File: src/sv/vwt_pkg.sv
// Shared types and constants for the vertex weld table.
`default_nettype none
package vwt_pkg;

  localparam int COORD_W    = 16;
  localparam int DIFF_W     = COORD_W + 1;
  localparam int MAG_W      = COORD_W;
  localparam int SQ_W       = 2 * MAG_W;
  localparam int LIMIT_W    = 34;
  localparam int INDEX_W    = 10;
  localparam int MAX_POINTS_DEFAULT = 1024;

  localparam logic [LIMIT_W-1:0] LIMIT_RESET = LIMIT_W'(268);

  localparam logic OP_LOOKUP = 1'b0;
  localparam logic OP_CLEAR  = 1'b1;

  typedef struct packed {
    logic signed [COORD_W-1:0] x;
    logic signed [COORD_W-1:0] y;
    logic signed [COORD_W-1:0] z;
  } point_t;

endpackage
`default_nettype wire

File: src/sv/vwt_dist.sv
// Distance pipeline: squares the coordinate differences and compares against the limit.
`default_nettype none
module vwt_dist
  import vwt_pkg::*;
#(
  parameter int AW = 10
) (
  input  wire logic               clk,
  input  wire logic               rst,
  input  wire logic               flush,
  input  wire logic               issue_valid,
  input  wire logic [AW-1:0]      issue_index,
  input  wire point_t             rd_data,
  input  wire point_t             query,
  input  wire logic [LIMIT_W-1:0] limit,
  output logic                    hit_valid,
  output logic                    hit,
  output logic [AW-1:0]           hit_index
);

  logic              rd_valid;
  logic [AW-1:0]     rd_index;
  logic              sq_valid;
  logic [AW-1:0]     sq_index;
  logic [SQ_W-1:0]   sq_x;
  logic [SQ_W-1:0]   sq_y;
  logic [SQ_W-1:0]   sq_z;
  logic [MAG_W-1:0]  mag_x;
  logic [MAG_W-1:0]  mag_y;
  logic [MAG_W-1:0]  mag_z;
  logic [LIMIT_W-1:0] sq_sum;

  function automatic logic [MAG_W-1:0] abs_diff(input logic signed [COORD_W-1:0] a,
                                                input logic signed [COORD_W-1:0] b);
    logic signed [DIFF_W-1:0] d;
    logic signed [DIFF_W-1:0] m;
    d = DIFF_W'(a) - DIFF_W'(b);
    m = d[DIFF_W-1] ? -d : d;
    return m[MAG_W-1:0];
  endfunction

  // Coordinate magnitudes of the stored point against the query, and the sum of their squares
  always_comb begin
    mag_x  = abs_diff(rd_data.x, query.x);
    mag_y  = abs_diff(rd_data.y, query.y);
    mag_z  = abs_diff(rd_data.z, query.z);
    sq_sum = LIMIT_W'(sq_x) + LIMIT_W'(sq_y) + LIMIT_W'(sq_z);
  end

  // Advance valid tags; drop everything in flight on flush
  always_ff @(posedge clk) begin
    if (rst || flush) begin
      rd_valid  <= 1'b0;
      sq_valid  <= 1'b0;
      hit_valid <= 1'b0;
    end else begin
      rd_valid  <= issue_valid;
      sq_valid  <= rd_valid;
      hit_valid <= sq_valid;
    end
  end

  // Payload stages: square, then sum and compare
  always_ff @(posedge clk) begin
    rd_index  <= issue_index;
    sq_index  <= rd_index;
    sq_x      <= SQ_W'(mag_x) * SQ_W'(mag_x);
    sq_y      <= SQ_W'(mag_y) * SQ_W'(mag_y);
    sq_z      <= SQ_W'(mag_z) * SQ_W'(mag_z);
    hit_index <= sq_index;
    hit       <= (sq_sum < limit);
  end

endmodule
`default_nettype wire

File: config.mk
export PLATFORM = sky130hd
export DESIGN_NAME = vwt_dist
export DESIGN_NICKNAME = d
export VERILOG_FILES = /design/src/sv/vwt_pkg.sv /design/src/sv/vwt_dist.sv
export SDC_FILE = /design/constraint.sdc
export NUM_CORES = 2
export LEC_CHECK = 0
export BUFFER_PORTS_ARGS = -buffer_cell sky130_fd_sc_hd__buf_2
export CAP_MARGIN = 20
export CORE_MARGIN = 2
export CORE_UTILIZATION = 65
export CTS_CLUSTER_SIZE = 25
export DETAILED_ROUTE_END_ITERATION = 8
export GPL_ROUTABILITY_DRIVEN = 0
export PLACE_DENSITY_LB_ADDON = 0.3
export RECOVER_POWER = 50
export SYNTH_ARGS = -nofsm -noshare
export SYNTH_HDL_FRONTEND = slang
export SYNTH_SLANG_ARGS = --single-unit
File: constraint.sdc
create_clock -name clk -period 17.1 [get_ports clk]
set_input_delay 0.855 -clock clk [delete_from_list [all_inputs] [get_ports clk]]
set_output_delay 0.855 -clock clk [all_outputs]
set_load 0.02 [all_outputs]
# Yosys cells after proc, flatten, opt, wreduce, memory -nomap -nowiden
# Cells that the tools add are included.
[totals]
register_bits = 130
output_inout_bits = 12
elab_cells = 26
[classes]
n_addsub = 8
n_mul = 3
order_cmp = 1
n_mux = 3
n_reduce_logical = 1
[ops]
columns = ["operator", "count"]
rows = [
  ["$mul A16 B16 Y32", 3],
  ["$sub A16 B16 Y17", 3],
  ["$mux W16", 3],
  ["$neg A16 Y16", 3],
  ["$add A33 B32 Y34", 1],
  ["$lt A34 B34 Y1", 1],
  ["$add A32 B32 Y33", 1],
  ["$logic_or A1 B1 Y1", 1],
]

# Logic depth before layout (Yosys ltp)
[logic_depth]
ltp_word = 4
mapped_depth = 39
depth_no_buf = 37

# Least setup slack after synthesis
# No wires, ideal clock.
[synth_path]
kind = "input port to flip-flop"
startpoint = "input rd_data[32] (netlist bit)"
endpoint = "register sq_x[25]"
setup_ps = 65
arrival_ps = 9271
required_time_ps = 17035
path_slack_ps = 7764
path_stages = 34
path_buffers = 2
cell_sequence = "inv_1 ha_1 fa_1 nor2b_1 o211ai_2 a21o_1 o21ai_1 a31o_2 a21oi_2 or2_2 buf_4 a21oi_1 clkbuf_1 nor2_1 fa_1 inv_1 fa_1 inv_1 fa_1 inv_1 fa_1 fa_1 fa_1 inv_1 ha_1 a21o_1 a21o_1 a31o_2 a41oi_1 o21ai_0 a21oi_1 o21ai_0 or4b_2 nand4b_1"
[synth_between]
elab_chain_len = 4
[synth_rtl]
columns = ["item", "line", "source"]
rows = [
  ["from (decl)", "vwt_dist.sv:13", "input wire point_t rd_data,"],
  ["$sub A16 B16 Y17 (*)", "vwt_dist.sv:37", "d = DIFF_W'(a) - DIFF_W'(b);"],
  ["$neg A16 Y16", "vwt_dist.sv:38", "m = d[DIFF_W-1] ? -d : d;"],
  ["$mux W16 (*)", "vwt_dist.sv:38", ""],
  ["$mul A16 B16 Y32 (*)", "vwt_dist.sv:67", "sq_x <= SQ_W'(mag_x) * SQ_W'(mag_x);"],
  ["to (signal assigned)", "vwt_dist.sv:67", ""],
  ["to (decl)", "vwt_dist.sv:25", "logic [SQ_W-1:0] sq_x;"],
]
# Every way passes the cells marked *; elsewhere a longest branch is shown, timed or not.
# A chain may end at the register's enable or synchronous reset.

# Final worst setup path
# Same ends and word-level chain as after synthesis.

==> summary.md <==
| Metric | Value |
|---|---|
| Worst setup margin | `6.303 ns` |
| Critical path endpoint | `sq_x[25]` |
| Clock Latency Late Sink | `0.44 ns` |
| Full die area | `48800 sq um` |
| Crit start category | `input port` |
| Iter 0 DRT Violations | `1525` |
| Most common cell after layout, fill and taps aside | `inv_1` |
| Vias in the first global route | `24570` |
| Rows | `79` |
| Most frequent cells in the layout | `inv_1, fa_1, ha_1` |
| Pins Over Slew Limit | `0` |
| Avg Cell Area, Syn | `8.773 sq um` |
| Cts hold-fix bufs | `0` |
| CP max FO | `11` |
| Clock Tree Buf Depth | `2` |
| Crit path DAT | `11.16 ns` |
| Initial antenna violation count | `0` |
| Flop-to-flop setup slack | `11.51 ns` |
| Filler-free cell count of the finished design | `4242` |
| HP Class | `flip-flop to flip-flop` |
| Reg2reg start | `sq_z[3]` |
| Die W | `220.9 um` |
| Measured slew at the worst slew-check pin | `1.142 ns` |
| # nets final | `4695` |
| Final setup vio count | `0` |
| Wire length of the first global-routing pass | `117300 um` |
| Area Growth Syn to Fin | `6.411%` |
| Mapped Area | `30580 sq um` |
| Routed wire length | `69600 um` |
| Gr ovfl total | `0` |
| Total negative slack | `0 ns` |
| Synth area leader | `fa_1` |
| Die span in y | `220.9 um` |
| Layout cells sized above 1 | `7.235%` |
| CTS tree | `yes` |
| DR pass1 iterations | `5` |
| Largest net degree at the start of global routing | `21` |
| Max incr delay on CP | `0.92 ns` |
| Hold Vio Cnt, Final | `0` |
| Post-synth EDFFs | `0` |
| Shortest period the worst path allows | `10.80 ns` |
| DR WL/cell | `16.41 um` |
| Status | `finished, final reports clean` |
| Critical path required time | `17.47 ns` |
| CTS resizes | `0` |
| Post-DP HPWL | `58710 um` |
| Critical path type | `input port to flip-flop` |
| # Post-CTS Setup Buffers | `0` |
| # H-tree levels | `4` |
| Drt via density | `5.635` |
| Initial Util | `65.83%` |
| Synth top area share | `34.10%` |
| Placement Setup Slack | `6.104 ns` |
| RSZ-0062 raised after global routing | `no` |
| Yosys cell types | `97` |
| FF-to-FF End | `hit` |
| Clock transition at the registers of the reported paths | `0.07 ns` |
| Remaining DRCs | `0` |
| Mapped Cells | `3486` |
| Cell count of the worst reg-to-reg path | `22` |
| Max Freq | `0.09262 GHz` |
| Critical-path top delay cell | `xnor2_1` |
| Flops & latches, synth | `127` |
| # diodes | `0` |
| Asr flop ratio synth | `0%` |
| Placed insts | `4207` |
| CP endpoint kind | `flip-flop` |
| Max Cap Violations | `0` |
| Crit. Startpoint | `rd_data[32]` |
| Via count | `23900` |
| Sequential fraction of the synthesis area | `8.313%` |
| TritonCTS Buffers | `17` |
| YS warnings | `0` |
| Core Region | `46460 sq um` |
| Clock sink count | `127` |
| Max-Slew Margin vs Limit | `23.61%` |
| Ports | `156` |
| Synth Flop Type | `dfxtp_1` |
| Clk root buf | `clkbuf_16` |
| Most area-consuming cells after synthesis | `fa_1, ha_1, inv_1` |
| Period utilisation layout | `63.14%` |
| Clock Skew | `0.01050 ns` |
| GRT Util Overall | `29.23%` |
| Post-route ant nets | `0` |
| IO Port Bufs | `155` |
-- critical path: cells and delay by family --
family | cells | cell delay, ns
buffers and inverters | 7 | 0.90
xor gates and xnor gates | 1 | 0.92
and+or+nand+nor | 7 | 2.05
adders and majority gates | 9 | 3.32
AOI/OAI and AO/OA | 12 | 3.08
-- Yosys cell counts (22+ instances only) --
library cell	n
inv_1	811
nand2_1	254
nand2b_1	40
nand3_1	45
a21oi_1	125
ha_1	408
o21ai_0	86
xnor2_1	114
nor3_1	54
o21a_1	31
nor2_1	299
clkbuf_1	43
dfxtp_1	127
xor2_1	66
a31oi_1	22
fa_1	521
a21o_1	66
-- cells by family (layout without fill, tap and decap cells) --
family | Yosys count | after routing | share of synthesized area [%]
and+or+nand+nor | 825 | 825 | 12.30
other | 2 | 3 | 0.02456
DFF | 127 | 127 | 8.313
AOI/OAI and AO/OA | 506 | 506 | 11.30
muxes | 6 | 6 | 0.2045
buffers and inverters | 897 | 1045 | 11.11
xor gates and xnor gates | 194 | 194 | 5.956
adders and majority gates | 929 | 929 | 50.79
-- registers in the layout, indices dropped and copies added (netlist names), 10 cells and up --
signal	flops
sq_x	31
sq_y	31
sq_index	10
sq_z	31
rd_index	10
hit_index	10
-- worst min-delay path by stage --
stage | start | end | slack, ns | cells past startpoint
2_1_floorplan | sq_index[0] | hit_index[0] | 0.31 | 0
3_3_place_gp | sq_index[5] | hit_index[5] | 0.31 | 0
3_5_place_dp | sq_index[1] | hit_index[1] | 0.31 | 0
4_1_cts | rd_index[5] | sq_index[5] | 0.32 | 0
5_1_grt | sq_index[2] | hit_index[2] | 0.32 | 0
6_report | sq_index[2] | hit_index[2] | 0.32 | 0
-- through the flow --
step	cell area [sq um]	hold slack, ns	util, %
after floorplan	30590	0.3096	-
after global placement	31990	0.3099	68.87
after detailed placement	31990	0.3121	68.87
after CTS	32580	0.3205	70.13
after global routing	32550	0.3230	70.05
final	32550	0.3185	70.05
-- routing by layer --
metal | global-route usage (%) | share of wire [%] | wire (um)
met1 | 38.82 | 42 | 28930
met2 | 49.33 | 48 | 33420
met3 | 3.904 | 6.9 | 4798
met4 | 10.24 | 3.5 | 2448
met5 | 0 | 0 | 0
-- layout make-up --
cell class	count	area, sq um
Tap cell	607	759.5
Multi-Input combinational cell	2463	24610
Clock buffer	17	425.4
Inverter	839	3149
Fill cell	3661	13910
Clock inverter	15	162.7
Sequential cell	127	2542
Timing Repair Buffer	174	895.9
Power is left out: the tool's default activity adds up to more than one toggle a clock period on the data nets, which glitch-free logic cannot reach.
